<file path="src/hw/rtl/tmac_pkg.sv">
`default_nettype none

package tmac_pkg;

    localparam int DATA_W      = 16;
    localparam int FILL_W      = 7;
    localparam int GAIN_W      = 16;
    localparam int FRAC_W      = 14;
    localparam int IN_TDATA_W  = 16;
    localparam int OUT_TDATA_W = 24;
    localparam int CFG_IDX_W   = 2;

    localparam int MEDIAN_TAPS_DEF = 5;
    localparam int AVG_WINDOW_DEF  = 8;

    localparam logic [CFG_IDX_W-1:0] REG_CAL_GAIN      = 2'd0;
    localparam logic [CFG_IDX_W-1:0] REG_CAL_INTERCEPT = 2'd1;
    localparam logic [CFG_IDX_W-1:0] REG_USER_OFFSET   = 2'd2;

    localparam logic [GAIN_W-1:0] CAL_GAIN_RST      = 16'd19630;
    localparam logic [DATA_W-1:0] CAL_INTERCEPT_RST = 16'hFE2B;
    localparam logic [DATA_W-1:0] USER_OFFSET_RST   = 16'h0000;

    localparam logic [DATA_W-1:0] SAT_MAX = 16'h7FFF;
    localparam logic [DATA_W-1:0] SAT_MIN = 16'h8000;

    typedef enum logic [2:0] {
        ST_IDLE,
        ST_MEDIAN,
        ST_SUM,
        ST_MAG,
        ST_MUL,
        ST_DIV,
        ST_FINAL,
        ST_OUT
    } tmac_state_t;

endpackage

`default_nettype wire

</file>
<file path="src/hw/rtl/tmac_ram.sv">
`default_nettype none

module tmac_ram #(
    parameter int WIDTH = 16,
    parameter int DEPTH = 8
) (
    input  logic                                      clk,
    input  logic                                      we,
    input  logic [((DEPTH > 1) ? $clog2(DEPTH) : 1)-1:0] waddr,
    input  logic [WIDTH-1:0]                          wdata,
    input  logic [((DEPTH > 1) ? $clog2(DEPTH) : 1)-1:0] raddr,
    output logic [WIDTH-1:0]                          rdata
);

    logic [WIDTH-1:0] mem_reg [DEPTH];
    logic [WIDTH-1:0] rdata_reg;

    always_ff @(posedge clk)
    begin
        if (we)
        begin
            mem_reg[waddr] <= wdata;
        end
        rdata_reg <= mem_reg[raddr];
    end

    assign rdata = rdata_reg;

endmodule

`default_nettype wire

</file>
<file path="src/hw/rtl/tmac_median.sv">
`default_nettype none

module tmac_median import tmac_pkg::*; #(
    parameter int TAPS = MEDIAN_TAPS_DEF
) (
    input  logic                     clk,
    input  logic                     rst_n,
    input  logic                     start,
    input  logic signed [DATA_W-1:0] sample,
    output logic                     done,
    output logic signed [DATA_W-1:0] median
);

    localparam int RANK_W = $clog2(TAPS + 1);
    localparam int STEP_W = $clog2(TAPS + 1);
    localparam int MID    = TAPS / 2;

    // The taps form a shift line: a new sample pushes out the oldest one.
    // During the scan the line rotates once around, so the candidate is
    // always the value at tap zero.
    logic signed [DATA_W-1:0] ring_reg  [TAPS];
    logic signed [DATA_W-1:0] ring_next [TAPS];
    logic [STEP_W-1:0]        step_reg, step_next;
    logic                     busy_reg, busy_next;
    logic                     done_reg, done_next;
    logic signed [DATA_W-1:0] med_reg, med_next;
    logic [RANK_W-1:0]        less_cnt;
    logic [RANK_W-1:0]        equal_cnt;
    logic                     hit;

    always_comb
    begin
        less_cnt  = '0;
        equal_cnt = '0;
        for (int j = 0; j < TAPS; j++)
        begin
            if (ring_reg[j] < ring_reg[0])
            begin
                less_cnt = less_cnt + RANK_W'(1);
            end
            if (ring_reg[j] == ring_reg[0])
            begin
                equal_cnt = equal_cnt + RANK_W'(1);
            end
        end
    end

    // The candidate sits at the middle rank when it spans that position
    // among the sorted values.
    assign hit = (less_cnt <= RANK_W'(MID)) && (RANK_W'(MID) < (less_cnt + equal_cnt));

    always_comb
    begin
        ring_next = ring_reg;
        step_next = step_reg;
        busy_next = busy_reg;
        done_next = 1'b0;
        med_next  = med_reg;
        if (start)
        begin
            ring_next[0] = sample;
            for (int i = 1; i < TAPS; i++)
            begin
                ring_next[i] = ring_reg[i-1];
            end
            step_next = '0;
            busy_next = 1'b1;
        end
        else if (busy_reg)
        begin
            ring_next[0] = ring_reg[TAPS-1];
            for (int i = 1; i < TAPS; i++)
            begin
                ring_next[i] = ring_reg[i-1];
            end
            if (hit)
            begin
                med_next = ring_reg[0];
            end
            step_next = step_reg + STEP_W'(1);
            if (step_reg == STEP_W'(TAPS - 1))
            begin
                busy_next = 1'b0;
                done_next = 1'b1;
            end
        end
    end

    always_ff @(posedge clk or negedge rst_n)
    begin
        if (!rst_n)
        begin
            for (int i = 0; i < TAPS; i++)
            begin
                ring_reg[i] <= '0;
            end
            step_reg <= '0;
            busy_reg <= 1'b0;
            done_reg <= 1'b0;
        end
        else
        begin
            ring_reg <= ring_next;
            step_reg <= step_next;
            busy_reg <= busy_next;
            done_reg <= done_next;
        end
    end

    always_ff @(posedge clk)
    begin
        med_reg <= med_next;
    end

    assign done   = done_reg;
    assign median = med_reg;

endmodule

`default_nettype wire

</file>
<file path="src/hw/rtl/tmac_mul.sv">
`default_nettype none

module tmac_mul #(
    parameter int A_W = 19,
    parameter int B_W = 16
) (
    input  logic                 clk,
    input  logic                 rst_n,
    input  logic                 start,
    input  logic [A_W-1:0]       a,
    input  logic [B_W-1:0]       b,
    output logic                 done,
    output logic [A_W+B_W-1:0]   product
);

    localparam int P_W   = A_W + B_W;
    localparam int CNT_W = $clog2(B_W + 1);

    // Shift-add, one multiplier bit per cycle from the low end. The
    // multiplier starts in the low half and is shifted out as the product
    // grows into the upper half.
    logic [P_W-1:0]   prod_reg, prod_next;
    logic [A_W-1:0]   a_reg, a_next;
    logic [CNT_W-1:0] cnt_reg, cnt_next;
    logic             busy_reg, busy_next;
    logic             done_reg, done_next;
    logic [A_W:0]     partial;

    assign partial = {1'b0, prod_reg[P_W-1:B_W]} + (prod_reg[0] ? {1'b0, a_reg} : '0);

    always_comb
    begin
        prod_next = prod_reg;
        a_next    = a_reg;
        cnt_next  = cnt_reg;
        busy_next = busy_reg;
        done_next = 1'b0;
        if (start)
        begin
            prod_next = {{A_W{1'b0}}, b};
            a_next    = a;
            cnt_next  = '0;
            busy_next = 1'b1;
        end
        else if (busy_reg)
        begin
            prod_next = {partial, prod_reg[B_W-1:1]};
            cnt_next  = cnt_reg + CNT_W'(1);
            if (cnt_reg == CNT_W'(B_W - 1))
            begin
                busy_next = 1'b0;
                done_next = 1'b1;
            end
        end
    end

    always_ff @(posedge clk or negedge rst_n)
    begin
        if (!rst_n)
        begin
            cnt_reg  <= '0;
            busy_reg <= 1'b0;
            done_reg <= 1'b0;
        end
        else
        begin
            cnt_reg  <= cnt_next;
            busy_reg <= busy_next;
            done_reg <= done_next;
        end
    end

    always_ff @(posedge clk)
    begin
        prod_reg <= prod_next;
        a_reg    <= a_next;
    end

    assign done    = done_reg;
    assign product = prod_reg;

endmodule

`default_nettype wire

</file>
<file path="src/hw/rtl/tmac_div.sv">
`default_nettype none

module tmac_div #(
    parameter int N_W = 22,
    parameter int D_W = 4
) (
    input  logic           clk,
    input  logic           rst_n,
    input  logic           start,
    input  logic [N_W-1:0] dividend,
    input  logic [D_W-1:0] divisor,
    output logic           done,
    output logic [N_W-1:0] quotient
);

    localparam int CNT_W = $clog2(N_W + 1);

    // Restoring division, one quotient bit per cycle from the top. The
    // divisor is never zero here.
    logic [N_W-1:0]   quo_reg, quo_next;
    logic [D_W-1:0]   rem_reg, rem_next;
    logic [D_W-1:0]   dvs_reg, dvs_next;
    logic [CNT_W-1:0] cnt_reg, cnt_next;
    logic             busy_reg, busy_next;
    logic             done_reg, done_next;
    logic [D_W:0]     shifted;
    logic [D_W+1:0]   trial;

    assign shifted = {rem_reg, quo_reg[N_W-1]};
    assign trial   = {1'b0, shifted} - {2'b00, dvs_reg};

    always_comb
    begin
        quo_next  = quo_reg;
        rem_next  = rem_reg;
        dvs_next  = dvs_reg;
        cnt_next  = cnt_reg;
        busy_next = busy_reg;
        done_next = 1'b0;
        if (start)
        begin
            quo_next  = dividend;
            rem_next  = '0;
            dvs_next  = divisor;
            cnt_next  = '0;
            busy_next = 1'b1;
        end
        else if (busy_reg)
        begin
            if (trial[D_W+1])
            begin
                rem_next = shifted[D_W-1:0];
                quo_next = {quo_reg[N_W-2:0], 1'b0};
            end
            else
            begin
                rem_next = trial[D_W-1:0];
                quo_next = {quo_reg[N_W-2:0], 1'b1};
            end
            cnt_next = cnt_reg + CNT_W'(1);
            if (cnt_reg == CNT_W'(N_W - 1))
            begin
                busy_next = 1'b0;
                done_next = 1'b1;
            end
        end
    end

    always_ff @(posedge clk or negedge rst_n)
    begin
        if (!rst_n)
        begin
            cnt_reg  <= '0;
            busy_reg <= 1'b0;
            done_reg <= 1'b0;
        end
        else
        begin
            cnt_reg  <= cnt_next;
            busy_reg <= busy_next;
            done_reg <= done_next;
        end
    end

    always_ff @(posedge clk)
    begin
        quo_reg <= quo_next;
        rem_reg <= rem_next;
        dvs_reg <= dvs_next;
    end

    assign done     = done_reg;
    assign quotient = quo_reg;

endmodule

`default_nettype wire

</file>
<file path="src/hw/rtl/temperature_median_average_calibrate.sv">
// Temperature filter: each request carries one raw sample in signed hundredths
// of a degree. The sample enters a MEDIAN_TAPS-deep median line (cleared to
// zero at reset), the median enters an AVG_WINDOW-deep moving average that
// covers only the samples held so far until it fills, and the average is
// calibrated as gain * average + intercept, plus the user offset, rounded to
// nearest (ties away from zero) and saturated to 16 bits signed. Each request
// gives exactly one result, together with the current window fill. One sample
// is in work at a time; on its way from request to result the median scan
// steps through every tap, then the bit-serial multiplier applies the gain one
// multiplier bit at a time, and the bit-serial divider by the fill count gives
// one quotient bit per step. A new request is taken as soon as the previous
// result sits in the output register, even if it has not been taken yet.
// Configuration registers may be written only while no sample is in work.
`default_nettype none

module temperature_median_average_calibrate import tmac_pkg::*; #(
    parameter int MEDIAN_TAPS = MEDIAN_TAPS_DEF,
    parameter int AVG_WINDOW  = AVG_WINDOW_DEF
) (
    input  logic                   clk,
    input  logic                   rst_n,
    input  logic                   s_axis_tvalid,
    output logic                   s_axis_tready,
    input  logic [IN_TDATA_W-1:0]  s_axis_tdata,   // [15:0] raw_temp
    output logic                   m_axis_tvalid,
    input  logic                   m_axis_tready,
    output logic [OUT_TDATA_W-1:0] m_axis_tdata,   // [15:0] stable_temp, [22:16] window_fill
    input  logic                   cfg_we,
    input  logic [CFG_IDX_W-1:0]   cfg_index,
    input  logic [DATA_W-1:0]      cfg_wdata
);

    localparam int PTR_W  = (AVG_WINDOW > 1) ? $clog2(AVG_WINDOW) : 1;
    localparam int CNT_W  = $clog2(AVG_WINDOW + 1);
    localparam int SUM_W  = DATA_W + $clog2(AVG_WINDOW);
    localparam int PROD_W = SUM_W + GAIN_W;
    localparam int X_W    = PROD_W + 1;
    localparam int Q_W    = X_W - FRAC_W;
    localparam int RES_W  = Q_W + 2;

    tmac_state_t state_reg, state_next;

    logic [GAIN_W-1:0]        gain_reg;
    logic signed [DATA_W-1:0] icpt_reg;
    logic signed [DATA_W-1:0] ofs_reg;

    logic [PTR_W-1:0]         pos_reg, pos_next;
    logic [CNT_W-1:0]         cnt_reg, cnt_next;
    logic signed [SUM_W-1:0]  sum_reg, sum_next;
    logic                     neg_reg, neg_next;
    logic signed [DATA_W:0]   bias_reg, bias_next;
    logic signed [RES_W-1:0]  res_reg, res_next;
    logic [OUT_TDATA_W-1:0]   out_data_reg, out_data_next;
    logic                     out_valid_reg, out_valid_next;

    logic                     med_start;
    logic                     med_done;
    logic signed [DATA_W-1:0] med_val;
    logic                     ram_we;
    logic signed [DATA_W-1:0] ram_rdata;
    logic signed [DATA_W-1:0] old_val;
    logic                     win_full;
    logic [SUM_W-1:0]         mag;
    logic                     mul_start;
    logic                     mul_done;
    logic [PROD_W-1:0]        mul_prod;
    logic [X_W-1:0]           rounded;
    logic                     div_start;
    logic                     div_done;
    logic [Q_W-1:0]           div_quot;
    logic                     res_ovf;
    logic [DATA_W-1:0]        sat_val;

    tmac_median #(
        .TAPS (MEDIAN_TAPS)
    ) u_median (
        .clk    (clk),
        .rst_n  (rst_n),
        .start  (med_start),
        .sample (signed'(s_axis_tdata[DATA_W-1:0])),
        .done   (med_done),
        .median (med_val)
    );

    tmac_ram #(
        .WIDTH (DATA_W),
        .DEPTH (AVG_WINDOW)
    ) u_avg_ram (
        .clk   (clk),
        .we    (ram_we),
        .waddr (pos_reg),
        .wdata (med_val),
        .raddr (pos_reg),
        .rdata (ram_rdata)
    );

    tmac_mul #(
        .A_W (SUM_W),
        .B_W (GAIN_W)
    ) u_mul (
        .clk     (clk),
        .rst_n   (rst_n),
        .start   (mul_start),
        .a       (mag),
        .b       (gain_reg),
        .done    (mul_done),
        .product (mul_prod)
    );

    tmac_div #(
        .N_W (Q_W),
        .D_W (CNT_W)
    ) u_div (
        .clk      (clk),
        .rst_n    (rst_n),
        .start    (div_start),
        .dividend (rounded[X_W-1:FRAC_W]),
        .divisor  (cnt_reg),
        .done     (div_done),
        .quotient (div_quot)
    );

    // Window entries at and beyond the fill count were never written and
    // count as zero.
    assign win_full = (cnt_reg == CNT_W'(AVG_WINDOW));
    assign old_val  = win_full ? ram_rdata : '0;
    assign mag      = sum_reg[SUM_W-1] ? SUM_W'(-sum_reg) : SUM_W'(sum_reg);

    // Adding half the divisor and dropping the fraction bits first gives the
    // same quotient as dividing the full product by count * 2^FRAC_W.
    assign rounded  = {1'b0, mul_prod} + (X_W'(cnt_reg) << (FRAC_W - 1));

    assign res_ovf  = !(&res_reg[RES_W-1:DATA_W-1]) && (|res_reg[RES_W-1:DATA_W-1]);
    assign sat_val  = res_ovf ? (res_reg[RES_W-1] ? SAT_MIN : SAT_MAX)
                              : res_reg[DATA_W-1:0];

    always_comb
    begin
        state_next     = state_reg;
        pos_next       = pos_reg;
        cnt_next       = cnt_reg;
        sum_next       = sum_reg;
        neg_next       = neg_reg;
        bias_next      = bias_reg;
        res_next       = res_reg;
        out_data_next  = out_data_reg;
        out_valid_next = out_valid_reg && !m_axis_tready;
        med_start      = 1'b0;
        ram_we         = 1'b0;
        mul_start      = 1'b0;
        div_start      = 1'b0;
        unique case (state_reg)
            ST_IDLE:
            begin
                if (s_axis_tvalid)
                begin
                    med_start  = 1'b1;
                    state_next = ST_MEDIAN;
                end
            end
            ST_MEDIAN:
            begin
                if (med_done)
                begin
                    state_next = ST_SUM;
                end
            end
            ST_SUM:
            begin
                sum_next = sum_reg - SUM_W'(old_val) + SUM_W'(med_val);
                ram_we   = 1'b1;
                if (pos_reg == PTR_W'(AVG_WINDOW - 1))
                begin
                    pos_next = '0;
                end
                else
                begin
                    pos_next = pos_reg + PTR_W'(1);
                end
                if (!win_full)
                begin
                    cnt_next = cnt_reg + CNT_W'(1);
                end
                state_next = ST_MAG;
            end
            ST_MAG:
            begin
                neg_next   = sum_reg[SUM_W-1];
                bias_next  = (DATA_W + 1)'(icpt_reg) + (DATA_W + 1)'(ofs_reg);
                mul_start  = 1'b1;
                state_next = ST_MUL;
            end
            ST_MUL:
            begin
                if (mul_done)
                begin
                    div_start  = 1'b1;
                    state_next = ST_DIV;
                end
            end
            ST_DIV:
            begin
                if (div_done)
                begin
                    state_next = ST_FINAL;
                end
            end
            ST_FINAL:
            begin
                if (neg_reg)
                begin
                    res_next = RES_W'(bias_reg) - signed'(RES_W'(div_quot));
                end
                else
                begin
                    res_next = RES_W'(bias_reg) + signed'(RES_W'(div_quot));
                end
                state_next = ST_OUT;
            end
            ST_OUT:
            begin
                if (!out_valid_reg || m_axis_tready)
                begin
                    out_data_next  = {1'b0, FILL_W'(cnt_reg), sat_val};
                    out_valid_next = 1'b1;
                    state_next     = ST_IDLE;
                end
            end
            default:
            begin
                state_next = ST_IDLE;
            end
        endcase
    end

    always_ff @(posedge clk or negedge rst_n)
    begin
        if (!rst_n)
        begin
            state_reg     <= ST_IDLE;
            gain_reg      <= CAL_GAIN_RST;
            icpt_reg      <= CAL_INTERCEPT_RST;
            ofs_reg       <= USER_OFFSET_RST;
            pos_reg       <= '0;
            cnt_reg       <= '0;
            sum_reg       <= '0;
            out_valid_reg <= 1'b0;
        end
        else
        begin
            state_reg     <= state_next;
            pos_reg       <= pos_next;
            cnt_reg       <= cnt_next;
            sum_reg       <= sum_next;
            out_valid_reg <= out_valid_next;
            if (cfg_we)
            begin
                unique case (cfg_index)
                    REG_CAL_GAIN:      gain_reg <= cfg_wdata;
                    REG_CAL_INTERCEPT: icpt_reg <= cfg_wdata;
                    REG_USER_OFFSET:   ofs_reg  <= cfg_wdata;
                    default:
                    begin
                    end
                endcase
            end
        end
    end

    always_ff @(posedge clk)
    begin
        neg_reg      <= neg_next;
        bias_reg     <= bias_next;
        res_reg      <= res_next;
        out_data_reg <= out_data_next;
    end

    assign s_axis_tready = (state_reg == ST_IDLE);
    assign m_axis_tvalid = out_valid_reg;
    assign m_axis_tdata  = out_data_reg;

endmodule

`default_nettype wire

</file>
<file path="config.mk">
export PLATFORM = sky130hd
export DESIGN_NAME = temperature_median_average_calibrate
export DESIGN_NICKNAME = d
export VERILOG_FILES = /design/src/hw/rtl/tmac_pkg.sv /design/src/hw/rtl/tmac_ram.sv /design/src/hw/rtl/tmac_median.sv /design/src/hw/rtl/tmac_mul.sv /design/src/hw/rtl/tmac_div.sv /design/src/hw/rtl/temperature_median_average_calibrate.sv
export SDC_FILE = /design/constraint.sdc
export NUM_CORES = 1
export LEC_CHECK = 0
export ABC_AREA = 1
export BUFFER_PORTS_ARGS = -buffer_cell sky130_fd_sc_hd__buf_2
export CORE_MARGIN = 3
export CORE_UTILIZATION = 53
export DETAILED_ROUTE_END_ITERATION = 8
export GPL_ROUTABILITY_DRIVEN = 0
export GPL_TIMING_DRIVEN = 0
export PLACE_DENSITY = 0.69
export SLEW_MARGIN = 15
export SYNTH_ARGS = -nofsm -noshare
export SYNTH_HDL_FRONTEND = slang
export SYNTH_SLANG_ARGS = --single-unit
</file>
<file path="constraint.sdc">
create_clock -name clk -period 6.3 [get_ports clk]
set_input_delay 0.945 -clock clk [delete_from_list [all_inputs] [get_ports clk]]
set_output_delay 0.945 -clock clk [all_outputs]
set_load 0.005 [all_outputs]
</file>
# Word level (Yosys, flattened, before mapping)
# Memories as Yosys holds them, arrays and structs flattened. A register that Yosys moved wholly into a read port is not among the register bits.
# Index checks and enable logic that the tools add are counted.
op_classes:
  order_cmp: 7
  n_reduce_logical: 21
  bitwise: 2
  shifts: 0
  n_eq_ne: 23
  n_mux: 64
  n_mul: 0
  div_mod_pow: 0
  addsub: 22
op_table:
  columns: ["cell", "n"]
  rows:
  - ["2-to-1 mux 80 bit", 2]
  - ["< comparator 16 bit", 5]
  - ["2-to-1 mux 16 bit", 5]
  - ["== test 16 bit", 4]
  - ["2-to-1 mux 3 bit", 15]
  - ["2-to-1 mux 22 bit", 2]
  - ["adder 35 x 17 -> 36 bit", 1]
  - ["2-to-1 mux 1 bit", 30]
  - ["adder 17 x 23 -> 24 bit", 1]
  - ["adder 3 x 1 -> 3 bit, second input constant", 8]
  - ["2-to-1 mux 24 bit", 1]
  - ["one-hot mux 3 bit (8 select lines)", 1]
  - ["subtractor 17 x 23 -> 24 bit", 1]
  - ["adder 19 x 19 -> 20 bit", 1]
  - ["2-to-1 mux 5 bit", 4]
  - ["adder 19 x 16 -> 19 bit", 1]
  - ["2-to-1 mux 19 bit", 1]
  - ["negation 19 bit", 1]
  - ["subtractor 19 x 16 -> 19 bit", 1]
  - ["== test 3 bit, second input constant", 6]
  - ["2-to-1 mux 18 bit", 1]
  - ["adder 16 x 16 -> 17 bit", 1]
  - ["adder 5 x 1 -> 5 bit, second input constant", 2]
  - ["AND reduction 2 bit", 5]
  - ["28 further kinds", 39]
word_totals:
  memories: 1
  out_inout_bits: 26
  rom_bits: 0
  register_bits: 339
  latch_bits: 0
  word_cells: 174
  ramBits: 128
  inputBits: 39
memory_table:
  columns: ["memory", "words", "word_bits", "rd", "rd_clocked_by_memory_dff", "wr", "line", "rtl"]
  rows:
  - ["u_avg_ram.mem_reg", 8, 16, 1, 1, 1, "tmac_ram.sv:15", "logic [WIDTH-1:0] mem_reg [DEPTH];"]

# Logic depth before layout (Yosys ltp)
# Gate-level depths: netlist of the first run.
logic_depth:
  ltp_word: 14
  mapped_depth: 29
  mapped_depth_nobuf: 29

# By module
# From an unflattened synthesis of the first run, not the netlist that was laid out.
unflattened:
  cells_unflattened: 3280
  area_unflattened_um2: 27403.8
modules_own_cells:
  columns: ["mod", "cells_each", "instances", "area_each_um2", "seq_area_each_um2"]
  rows:
  - ["temperature_median_average_calibrate", 1425, 1, 10617.7, 3837.4]
  - ["tmac_ram", 587, 1, 5989.5, 4164.0]
  - ["tmac_median", 647, 1, 5640.4, 2607.5]
  - ["tmac_mul", 434, 1, 3394.5, 1606.5]
  - ["tmac_div", 187, 1, 1761.7, 1036.0]

# Worst setup path before layout of the first run
# Ideal clock, no wire load.
synth_path:
  path_kind: "reg-to-reg"
  start: "register u_median.ring_reg[79] (netlist name)"
  end: "register u_median.med_reg[0], in the netlist u_median.median[0] (enable)"
  t_arrival_ps: 3828
  stages_incl_launch_ff: 25
  setup_time_ps: 394
  n_path_buf: 0
  t_required_ps: 5906
  period_less_slack_ps: 4223
  slack_ps: 2077
  path_cell_list: "dfrtp_1 -> inv_1 -> ha_1 -> nand2_1 -> nor2_1 -> nand4_1 -> inv_1 -> nand2_1 -> nand2_1 -> nand2_1 -> nand2_1 -> inv_1 -> ha_1 -> nand3_1 -> nand2_1 -> ha_1 -> nand2_1 -> nand2_1 -> inv_1 -> fa_1 -> o21ai_1 -> nor2_1 -> nor2_1 -> nand3_1 -> a21oi_1"
synth_between:
  elab_chain_cells: 14
  elab_cells_between_ends: 30
  classes_between: "add/sub (8); order compare (7); eq/ne (4); mux (9); reduce/logical (2)"
synth_rtl:
  columns: ["item", "line", "rtl"]
  rows:
  - ["start, declared", "tmac_median.sv:21", "logic signed [DATA_W-1:0] ring_reg [TAPS];"]
  - ["start signal, assigned", "tmac_median.sv:103", "ring_reg <= ring_next;"]
  - ["< comparator 16 bit", "tmac_median.sv:37", "if (ring_reg[j] < ring_reg[0])"]
  - ["2-to-1 mux 1 bit", "tmac_median.sv:37", null]
  - ["adder 3 x 1 -> 3 bit", "tmac_median.sv:39", "less_cnt = less_cnt + RANK_W'(1);"]
  - ["2-to-1 mux 3 bit", "tmac_median.sv:37", null]
  - ["adder 3 x 1 -> 3 bit", "tmac_median.sv:39", null]
  - ["2-to-1 mux 3 bit", "tmac_median.sv:37", null]
  - ["adder 3 x 1 -> 3 bit", "tmac_median.sv:39", null]
  - ["2-to-1 mux 3 bit", "tmac_median.sv:37", null]
  - ["adder 3 x 1 -> 3 bit", "tmac_median.sv:39", null]
  - ["2-to-1 mux 3 bit", "tmac_median.sv:37", null]
  - ["adder 3 bit", "tmac_median.sv:50", "assign hit = (less_cnt <= RANK_W'(MID)) && (RANK_W'(MID) < (less_cnt + equal_cnt));"]
  - ["< comparator 2 x 3 -> 1 bit", "tmac_median.sv:50", null]
  - ["logical AND 1 bit *", "tmac_median.sv:50", null]
  - ["AND reduction 3 bit (no source line) *", null, null]
  - ["end signal, assigned", "tmac_median.sv:112", "med_reg <= med_next;"]
  - ["end, declared", "tmac_median.sv:26", "logic signed [DATA_W-1:0] med_reg, med_next;"]
# Every way passes the cells marked *; elsewhere a longest branch is shown, timed or not.
# A chain may end at the register's enable or synchronous reset.

# Final worst setup path of the first run
layout_path:
  start: "register u_median.ring_reg[69] (netlist name)"
  end: "register u_median.med_reg[10], in the netlist u_median.median[10] (enable)"
# Same word-level chain as after synthesis.

==> results of run 1 <==
power by group:
group	switching [µW]	internal, µW	total (µW)	leakage, µW
Combinational	241	144	385	0.00706
Clock	1270	1950	3220	0.000866
Sequential	35.3	3400	3430	0.00473
Total	1550	5490	7040	0.0127
placed cells by master, fill, tap and decap left out, types with 6 or more instances in the layout:
master,netlist,routed
bufinv_16,0,10
nor2_1,168,162
o211ai_1,8,8
buf_2,14,74
dfxtp_1,39,39
nand2_1,541,541
nor4_1,15,14
o21ai_0,188,188
o221ai_1,15,15
buf_4,7,14
o22ai_1,12,12
buf_6,1,6
o21ai_1,34,34
fa_1,25,25
o21a_1,7,7
nor3_2,7,10
a221oi_1,18,18
a31oi_1,6,6
inv_2,11,11
a21oi_1,171,170
nor3_1,31,28
xor2_1,84,84
clkbuf_1,42,53
dfrtp_1,158,158
nor2_2,5,11
dfstp_2,19,19
edfxtp_1,267,267
nand3_1,92,92
nand4_1,34,34
o31ai_1,9,9
inv_1,394,394
a22oi_1,17,17
xnor2_1,31,31
ha_1,166,166
o21bai_1,8,8
clkbuf_16,0,51
logic make-up after synthesis:
group / count (synthesis)
xor gates and xnor gates: 115
other: 1
AOI/OAI and AO/OA: 519
DFF: 483
buffers and inverters: 471
and+or+nand+nor: 924
adders and majority gates: 191
through the flow:
step	instances	setup WS, ns	hold slack (ns)	total power, µW
final	3486	2.10	0.294	7040
after global routing	3486	1.68	0.340	7280
after CTS	3486	2.11	0.312	7080
after detailed placement	3392	2.14	0.439	3880
after global placement	3374	0.809	0.432	3860
after floorplan	2707	2.08	0.424	3750
critical path, delay by kind of cell (launching register included):
kind                     cells  cell delay, ns
adder cells (fa/ha/maj)      4            1.38
AND/OR/NAND/NOR             13            1.12
buffers and inverters        4            0.59
AO/OA/AOI/OAI                3            0.42
flip-flops                   1            0.39
cell usage after synthesis, drive strengths merged (23+ instances only):
library cell  number  area [µm²]
nand3             93         470
nand4             34         213
dfxtp             39         781
xor2              84         736
o21ai            225        1140
a21oi            175         898
inv              405        1520
dfrtp            158        3950
xnor2             31         272
clkbuf            43         171
ha               166        2080
buf               23         138
fa                25         500
nor3              38         225
edfxtp           267        8020
nor2             177         707
nand2            548        2080
layer usage:
metal	GRT usage [%]	share of wire [%]	vias to the layer above
met3	4.08	6.5	101
met2	40.0	46	610
met4	6.42	2.3	0
met1	34.9	45	9292
li1	-	-	9353
met5	0	0	-
worst paths after layout:
kind	cells after the start	start	end
setup / recovery	24	u_median.ring_reg[69]$_DFFE_PN0P_	u_median.median[10]$_DFFE_PP_
hold / removal	1	rst_n	gain_reg[9]$_DFFE_PN0P_
setup reg to reg	24	u_median.ring_reg[69]$_DFFE_PN0P_	u_median.median[10]$_DFFE_PP_
hold reg to reg	0	u_median.ring_reg[65]$_DFFE_PN0P_	u_median.median[1]$_DFFE_PP_
max in group asynchronous	2	rst_n	m_axis_tvalid$_DFF_PN0_
min in group clk	0	u_median.ring_reg[65]$_DFFE_PN0P_	u_median.median[1]$_DFFE_PP_
area by class of cell:
cell class	count	area share, %
Sequential cell	483	46.2
Buffer	66	1.08
Inverter	405	5.30
Timing Repair Buffer	78	1.83
Clock inverter	28	1.50
Multi-Input combinational cell	1753	36.7
Clock buffer	66	4.75
Tap cell	607	2.65
==> metrics.md, run 1 <==
| Metric | Value |
|---|---|
| Initial Utilization | `54.3%` |
| Post-Synth Adder-Cell Area | `about 10%` |
| Synthesized area | `25,600 µm²` |
| CP max stage delay | `between 0.4 and 0.5 ns` |
| CP max FO | `16` |
| Drt via density | `roughly 5.6` |
| Fraction of registers with async set/reset | `36.6%` |
| Crit share post-route | `~67%` |
| Num CTS Buffers | `between 50 and 60` |
| Core area | `about 47,000 µm²` |
| Max reg flops | `between 100 and 150` |
| Syn Inst Count | `around 2,700` |
| Post-CTS Resized | `0` |
| Synth cell types | `about 60` |
| Crit end category | `register` |
| Starting DRT DRC Count | `about 1,700` |
| Maximum number of pins on one net before global-route repair | `107` |
| CTS tree | `built` |
| Synth Register Bits | `approximately 480` |
| CTS H-tree lvls | `2` |
| Hold Vio Cnt, Final | `0` |
| P_leak | `around 0.013 µW` |
| DR WL/cell | `between 15 and 20 µm` |
| Yosys warns | `0` |
| Share of cells above drive strength 1 | `8.89%` |
| R2r setup slk | `2.10 ns` |
| Buffers on Ports | `60` |
| Site Rows | `approximately 80` |
| Post-synth EDFFs | `267` |
| Slew margin rel. | `between 30% and 40%` |
| Layout area overhead | `12.2%` |
| Post-synthesis mux area share | `0%` |
| Root buf cell | `clkbuf_16` |
| Top_reg_cell synth | `edfxtp_1` |
| ANT cells | `0` |
| Total die area | `between 50,000 and 60,000 µm²` |
| Slew Limit Fails | `0` |
| Simple logic cell fraction of the synthesized area | `15.4%` |
| Number of clock sinks | `just under 500` |
| Post-Route Utilization | `61.0%` |
| VDD IR-drop max | `between 300 and 400 µV` |
| Xor/xnor share of the synthesized area | `3.94%` |
| Total routing usage reported by global routing | `24.7%` |
| Final min period | `between 4 and 5 ns` |
| # Post-CTS Setup Buffers | `0` |
| Max Clk Rate | `between 200 and 250 MHz` |
| Register area share after synthesis | `between 50% and 60%` |
| DRT antenna net count | `0` |
| Post-layout nets | `roughly 3,100` |
| Slowest-stage cell, CP | `fa_1` |
| Largest family of logic cells by synthesized area | `simple AND/OR/NAND/NOR gates` |
| # DRC | `0` |
| Global-route wire length before repair | `between 90 and 100 mm` |
| Global route overflow | `0` |
| Post-DP Area | `26,900 µm²` |
| Syn avg cell area | `around 9.5 µm²` |
| RSZ-0062 raised after global routing | `no` |
| TNS Setup | `0 ns` |
| # IOs | `65` |
| Die width | `226 µm` |
| Clock-pin slew on the worst setup and hold paths | `0.07 ns` |
| Chip height | `between 200 and 250 µm` |
| Number of global-route vias before repair | `between 15,000 and 20,000` |
| DR pass1 iterations | `6` |
| Cell area after layout | `28,700 µm²` |
| Via count | `around 19,000` |
| Clk Latency, worst-skew pair | `between 0.6 and 0.7 ns` |
| Reg area | `between 10,000 and 15,000 µm²` |
| Crit path top cell by count | `nand2_1` |
| Hold Path Class | `input port to async pin` |
| Multi-input gate area | `~11,000 µm²` |
| Worst-margin pin slew | `between 1 and 1.5 ns` |
| Max-cap violations | `0` |
| Layout Skew | `around 0.021 ns` |
| Wirelength, routed | `between 60 and 70 mm` |
| Complex-gate fraction of the synthesized area | `a little under an eighth` |
| Setup violations, final | `0` |
| CP arrival | `between 4 and 5 ns` |
| PD cells | `around 250 nW/µm²` |
| Critical Path RT | `approximately 6.6 ns` |
| Kind of critical path | `register to register` |
| DP Wirelength | `46.1 mm` |
| Initial antenna violation count | `0` |
| Critical Path Start Type | `register` |
| Fill cells | `roughly 3,900` |
| Outcome | `finished clean` |
| Crit-path cells | `inv_1, ha_1, a21oi_1, nor2_1, nor2_1, nand2_1, nand2_1, nand3b_1, nand2_1, inv_1, ha_1, nand3_1, nand2_1, ha_1, nand2_1, nand2_1, inv_1, fa_1, o21ai_1, nor2_1, nor2_1, nand3_1, a21oi_2, buf_6` |
| Clock buffer depth | `3` |
| Hold-fix buffers, CTS | `0` |
Power figures use the tool's default switching activity.
==> run 2: changes to the inputs <==
clock period = 4.3 ns   (was 6.3 ns; I/O delays follow)
==> run 2 against run 1 <==
The flow now finishes with violations (hold timing). Fmax grew 5.2%. Hold slack lost 0.30 ns. Cell area grew 0.78%. Critical endpoint unchanged. Highest routed layer is now met5.
==> metrics.md, run 2 (synthesis results as in run 1) <==
| Metric | Value |
|---|---|
| Critical path launch point | `u_median.ring_reg[69]$_DFFE_PN0P_ (unchanged)` |
| Site Rows | `79 (unchanged)` |
| Chip height | `226 µm (unchanged)` |
| Hold Path Class | `input port to async pin (unchanged)` |
| CP max FO | `8 (was 16)` |
| Critical Path Start Type | `register (unchanged)` |
| Slew margin rel. | `30.1% (was 30.7%)` |
| Outcome | `finished, violations left (was finished clean)` |
| Initial Utilization | `54.3% (unchanged)` |
| CTS H-tree lvls | `2 (unchanged)` |
| Commonest non-fill, non-tap cell in the layout | `nand2_1 (unchanged)` |
| Clock-pin slew on the worst setup and hold paths | `0.07 ns (about the same)` |
| DR pass1 iterations | `6 (unchanged)` |
| Number of clock sinks | `483 (unchanged)` |
| Cell family with most CP delay | `simple AND/OR/NAND/NOR gates (was adder cells)` |
| Initial antenna violation count | `1 (was 0)` |
| Hold Vio Cnt, Final | `2 (was 0)` |
| Post-Route Utilization | `61.5% (was 61.0%)` |
| Layout area overhead | `13.1% (was 12.2%)` |
| Hold Slack | `-0.00633 ns (was 0.294 ns)` |
| Root buf cell | `clkbuf_16 (unchanged)` |
| # DRC | `0 (unchanged)` |
| Worst Reg-to-Reg Cells | `25 (was 24)` |
| Kind of critical path | `register to register (unchanged)` |
| R2r setup slk | `0.30 ns (was 2.10 ns)` |
| Max Clk Rate | `250 MHz (was 238 MHz)` |
| Layout Skew | `0.0236 ns (was 0.0214 ns)` |
| Failing checks | `hold timing` |
| Post-layout nets | `3,079 (was 3,068)` |
| P_leak | `0.0127 µW (about the same)` |
| Die width | `226 µm (unchanged)` |
| Clk Latency, worst-skew pair | `0.61 ns (about the same)` |
| Crit end category | `register (unchanged)` |
| Worst setup endpoint | `u_median.median[10]$_DFFE_PP_ (unchanged)` |
| Hold-fix buffers, CTS | `0 (unchanged)` |
| Slew Limit Fails | `0 (unchanged)` |
| Most frequent cells in the layout | `nand2_1, inv_1, edfxtp_1 (unchanged)` |
| Fin worst setup slack | `0.302 ns (was 2.10 ns)` |
| Share of cells above drive strength 1 | `10.4% (was 8.89%)` |
| ANT cells | `0 (unchanged)` |
| PD cells | `357 nW/µm² (was 245 nW/µm²)` |
| Wirelength, routed | `62.3 mm (was 61.9 mm)` |
| Starting DRT DRC Count | `1,770 (was 1,746)` |
| Setup violations, final | `0 (unchanged)` |
| Max reg flops | `128 (unchanged)` |
| Final min period | `4.00 ns (was 4.20 ns)` |
| Global-route wire length before repair | `99.9 mm (unchanged)` |
| Reg-to-reg critical path startpoint | `u_median.ring_reg[69]$_DFFE_PN0P_ (unchanged)` |
| Fill cells | `3,831 (was 3,859)` |
| # IOs | `65 (unchanged)` |
| VDD IR-drop max | `535 µV (was 365 µV)` |
| Clock buffer depth | `3 (unchanged)` |
| DR WL/cell | `17.8 µm (about the same)` |
| Drt via density | `5.56 (was 5.55)` |
| Crit share post-route | `93.0% (was 66.7%)` |
| Total die area | `50,900 µm² (unchanged)` |
| Global route overflow | `0 (unchanged)` |
| Via count | `19,451 (was 19,356)` |
| Max-cap violations | `0 (unchanged)` |
| Maximum number of pins on one net before global-route repair | `107 (unchanged)` |
| Worst-margin pin slew | `1.05 ns (was 1.04 ns)` |
| WP depth | `25 (was 24)` |
| Buffers on Ports | `60 (unchanged)` |
| Total routing usage reported by global routing | `24.7% (unchanged)` |
| Core area | `47,100 µm² (unchanged)` |
| Num CTS Buffers | `51 (unchanged)` |
| CTS tree | `built (unchanged)` |
| Crit path buf inv count | `4 (unchanged)` |
| Number of global-route vias before repair | `19,165 (unchanged)` |
| Pre-CTS setup slack | `0.136 ns (was 2.14 ns)` |
| Critical Path RT | `4.62 ns (was 6.60 ns)` |
| DRT antenna net count | `0 (unchanged)` |
| CP max stage delay | `0.43 ns (was 0.47 ns)` |
| Crit path top cell by count | `nand2_1 (unchanged)` |
| DP Wirelength | `46.1 mm (unchanged)` |
| Slowest-stage cell, CP | `fa_1 (unchanged)` |
| Worst R2R End | `u_median.median[10]$_DFFE_PP_ (unchanged)` |
| CP arrival | `4.31 ns (was 4.51 ns)` |
==> run 2: cell types whose count changed in the layout (fill, tap and decap cells not counted), moves of 6 or more <==
cell     previous run  this run
nand2_1           541       535
inv_1             394       379
inv_4               0         8
inv_2              11        17
buf_4              14        24
ha_4                0         6
nand2_2             5        11
ha_1              166       160
==> run 2: routing by layer <==
| layer | vias to the layer above | global-route usage, % | wire length, µm |
|---|---|---|---|
| li1 | 9380 | - | - |
| met1 | 9340 | 34.9 | 27600 |
| met2 | 626 | 40.0 | 28900 |
| met3 | 103 | 4.08 | 4430 |
| met4 | 2 | 6.42 | 1370 |
| met5 | - | 0 | 13 |
==> run 2: worst reg2reg max path, cell delays in order (launching register included) <==
cell     delay (ns)
dfrtp_1        0.41
inv_4          0.12
ha_1           0.26
a21oi_1        0.15
nor2_1         0.05
nor2_1         0.09
nand2_1        0.09
nand2_1        0.08
nand2_1        0.06
nand2_1        0.08
nand2_2        0.09
inv_1          0.10
ha_4           0.21
nand3_1        0.12
nand2_2        0.07
ha_1           0.27
nand2_1        0.06
nand2_2        0.09
inv_1          0.06
fa_1           0.43
o21ai_1        0.13
nor2_1         0.05
nor2_1         0.11
nand3_1        0.13
a21oi_4        0.21
buf_6          0.18
==> run 2: cell type report <==
cell class	count	area, µm²	area share [%]
clock buffers	66	1360	4.71
inverters	405	1550	5.34
multi-input cells	1753	10600	36.8
repair buffers	89	611	2.11
clock inverters	28	430	1.49
well taps	607	759	2.63
flip-flops and latches	483	13300	45.8
plain buffers	66	310	1.07
==> run 2: through the flow <==
step                cells  hold WS [ns]  setup TNS [ns]  power (µW)  area [µm²]
floorplan            2707         0.349               0        5490       25600
global placement     3374         0.432          -70.54        5650       26600
detailed placement   3392         0.439               0        5680       26900
CTS                  3486        0.0119               0       10400       28700
global route         3497        0.0402         -0.0475       10700       28900
finish               3497      -0.00633               0       10300       28900
==> run 2: repair_timing <==
action,CTS,global route
gates resized for setup,0,48
setup buffers,0,10
setup endpoints to repair,0,16
==> run 2: worst min path at each step <==
stage / startpoint / to / slack, ns / cells past startpoint
floorplan: rst_n / cnt_reg[0]$_DFFE_PN0P_ / 0.35 / 0
global placement: u_median.ring_reg[71]$_DFFE_PN0P_ / u_median.median[7]$_DFFE_PP_ / 0.43 / 0
detailed placement: u_median.ring_reg[65]$_DFFE_PN0P_ / u_median.median[1]$_DFFE_PP_ / 0.44 / 0
CTS: rst_n / ofs_reg[1]$_DFFE_PN0P_ / 0.01 / 1
global route: rst_n / gain_reg[8]$_DFFE_PN0P_ / 0.04 / 1
finish: rst_n / gain_reg[9]$_DFFE_PN0P_ / -0.006 / 1
==> run 2: power by group <==
part / internal [µW] / switching, µW
combinational: 224 / 363
sequential: 4980 / 52.5
clock: 2850 / 1860
total: 8050 / 2280
==> run 3: changes to the inputs <==
CORE_UTILIZATION = 55   (was 53)
PLACE_DENSITY = 0.77   (was 0.69)
==> run 3 against run 2 <==
The run now ends clean. Clock skew increased by 0.0091 ns. First-iteration DRC count increased by 3.0%. Power decreased by 4.8%. Clock-buffer cell count increased by 8. Flip-flop and latch count unchanged. Cell area decreased by 0.42%. Hold slack improved by 0.0081 ns. Critical path depth decreased by 1. Routed wire length decreased by 0.60%. Non-clock buffer count increased by 3. Register-to-register slack got worse by 0.17 ns. Largest power group unchanged.
==> metrics.md, run 3 (synthesis results as in run 1) <==
| Metric | Value |
|---|---|
| Outcome | `finished clean (was finished, violations left)` |
| Clock buffer depth | `3 (unchanged)` |
| Starting DRT DRC Count | `1,823 (was 1,770)` |
| PD cells | `342 nW/µm² (was 357 nW/µm²)` |
| DP Wirelength | `45.3 mm (was 46.1 mm)` |
| Post-Route Utilization | `63.1% (was 61.5%)` |
| Layout Skew | `0.0327 ns (was 0.0236 ns)` |
| Share of cells above drive strength 1 | `10.4% (about the same)` |
| ANT cells | `0 (unchanged)` |
| Number of clock sinks | `483 (unchanged)` |
| Hold Vio Cnt, Final | `0 (was 2)` |
| Multi-input gate area | `10,700 µm² (was 10,600 µm²)` |
| Number of global-route vias before repair | `19,818 (was 19,165)` |
| Worst-margin pin slew | `1.00 ns (was 1.05 ns)` |
| TNS Setup | `0 ns (unchanged)` |
| # DRC | `0 (unchanged)` |
| CP max FO | `8 (unchanged)` |
| Num CTS Buffers | `49 (was 51)` |
| Core area | `45,700 µm² (was 47,100 µm²)` |
| Total routing usage reported by global routing | `24.6% (was 24.7%)` |
| Setup violations, final | `0 (unchanged)` |
| DR pass1 iterations | `6 (unchanged)` |
| Maximum number of pins on one net before global-route repair | `100 (was 107)` |
| Global-route wire length before repair | `99.3 mm (was 99.9 mm)` |
| # IOs | `65 (unchanged)` |
| Global route overflow | `0 (unchanged)` |
| Root buf cell | `clkbuf_16 (unchanged)` |
| Fill cells | `3,599 (was 3,831)` |
| CTS H-tree lvls | `2 (unchanged)` |
| Clock-pin slew on the worst setup and hold paths | `0.06 ns (was 0.07 ns)` |
| Buffers on Ports | `60 (unchanged)` |
| Wirelength, routed | `61.9 mm (was 62.3 mm)` |
| Clk Latency, worst-skew pair | `0.60 ns (was 0.61 ns)` |
| P_leak | `0.0127 µW (about the same)` |
| Site Rows | `78 (was 79)` |
| Reg area | `13,300 µm² (about the same)` |
| Most frequent cells in the layout | `nand2_1, inv_1, edfxtp_1 (unchanged)` |
| Drt via density | `5.69 (was 5.56)` |
| Crit share post-route | `96.9% (was 93.0%)` |
| Total die area | `49,100 µm² (was 50,900 µm²)` |
| DRT antenna net count | `0 (unchanged)` |
| Initial Utilization | `56.0% (was 54.3%)` |
| DR WL/cell | `17.7 µm (was 17.8 µm)` |
| Critical Path RT | `4.61 ns (was 4.62 ns)` |
| Max Clk Rate | `240 MHz (was 250 MHz)` |
| Post-layout nets | `3,080 (was 3,079)` |
| Max reg flops | `128 (unchanged)` |
| Slew Limit Fails | `0 (unchanged)` |
| Hold Path Class | `input port to async pin (unchanged)` |
| Kind of critical path | `register to register (unchanged)` |
| Critical Path Start Type | `register (unchanged)` |
| Crit end category | `register (unchanged)` |
| Via count | `19,849 (was 19,451)` |
| Initial antenna violation count | `0 (was 1)` |
| VDD IR-drop max | `334 µV (was 535 µV)` |
| Chip height | `222 µm (was 226 µm)` |
| CTS tree | `built (unchanged)` |
| Die width | `222 µm (was 226 µm)` |
| Slew margin rel. | `32.9% (was 30.1%)` |
| Layout area overhead | `12.6% (was 13.1%)` |
| Final min period | `4.17 ns (was 4.00 ns)` |
| Commonest non-fill, non-tap cell in the layout | `nand2_1 (unchanged)` |
| CP arrival | `4.47 ns (was 4.31 ns)` |
| Hold-fix buffers, CTS | `0 (unchanged)` |
| Max-cap violations | `0 (unchanged)` |
-- run 3: cell types whose count changed in the layout (fill, tap and decap cells not counted), sizes merged --
cell / change
inv: -2
clkinv: +1
clkinvlp: -2
bufinv: -7
clkbuf: +9
buf: +2
-- run 3: path summary, 6_finish.rpt --
kind	from	to	slack, ns	cells after the start
setup / recovery	u_median.ring_reg[71]$_DFFE_PN0P_	u_median.median[6]$_DFFE_PP_	0.13	24
hold / removal	rst_n	m_axis_tvalid$_DFF_PN0_	0.002	1
setup reg to reg	u_median.ring_reg[71]$_DFFE_PN0P_	u_median.median[6]$_DFFE_PP_	0.13	24
hold reg to reg	u_median.ring_reg[72]$_DFFE_PN0P_	u_median.median[8]$_DFFE_PP_	0.46	0
max in group asynchronous	rst_n	icpt_reg[15]$_DFFE_PN1P_	3.34	2
min in group clk	m_axis_tready	m_axis_tvalid$_DFF_PN0_	0.25	2
-- run 3: power breakdown --
part           switching (µW)  total, µW  internal, µW
Sequential               51.9       5030          4980
Clock                    1800       4220          2420
Combinational             360        591           230
Total                    2210       9840          7630
-- run 3: cell type report --
class	instances	area share (%)
Sequential cell	483	46.0
Multi-Input combinational cell	1753	37.2
Inverter	405	5.33
Clock buffer	74	4.83
Tap cell	600	2.61
Timing Repair Buffer	92	2.30
Buffer	66	1.08
Clock inverter	18	0.673
-- run 3: per-layer routing --
layer	part of all wire [%]	track usage [%]
met2	49	42.1
met4	3.4	9.51
met1	41	31.7
met5	0	0
met3	6.8	3.61
-- run 3: repair_timing --
item,CTS,global route
gates resized for setup,1,44
gates cloned,0,1
pin swaps,0,9
setup buffers,1,13
setup endpoints to repair,16,16
-- run 3: stage by stage --
stage	cells	hold slack (ns)	power [µW]	worst slack, ns	cell area (µm²)
floorplan	2707	0.349	5490	0.0775	25600
global placement	3367	0.433	5630	-0.919	26600
detailed placement	3384	0.433	5660	-0.308	26900
CTS	3477	0.0241	9860	0.0545	28500
global route	3491	0.0495	10200	-0.104	28800
finish	3491	0.00175	9840	0.134	28800
-- run 3: critical path, stage by stage (launching register included) --
cell and delay, ns:
dfrtp_1 0.39, inv_2 0.13, ha_1 0.27, a21o_1 0.20, nor2_2 0.12, nand2_2 0.07, nand2_1 0.09, nand3b_1 0.11
nand2_2 0.09, inv_1 0.07, ha_4 0.28, inv_1 0.04, nand2_1 0.07, nand2_1 0.08, ha_1 0.28, nand2_1 0.07
nand2_2 0.08, inv_1 0.06, fa_1 0.47, o21ai_1 0.13, nor2_1 0.05, nor2_1 0.10, nand3_1 0.13, a21oi_4 0.28
clkbuf_16 0.22
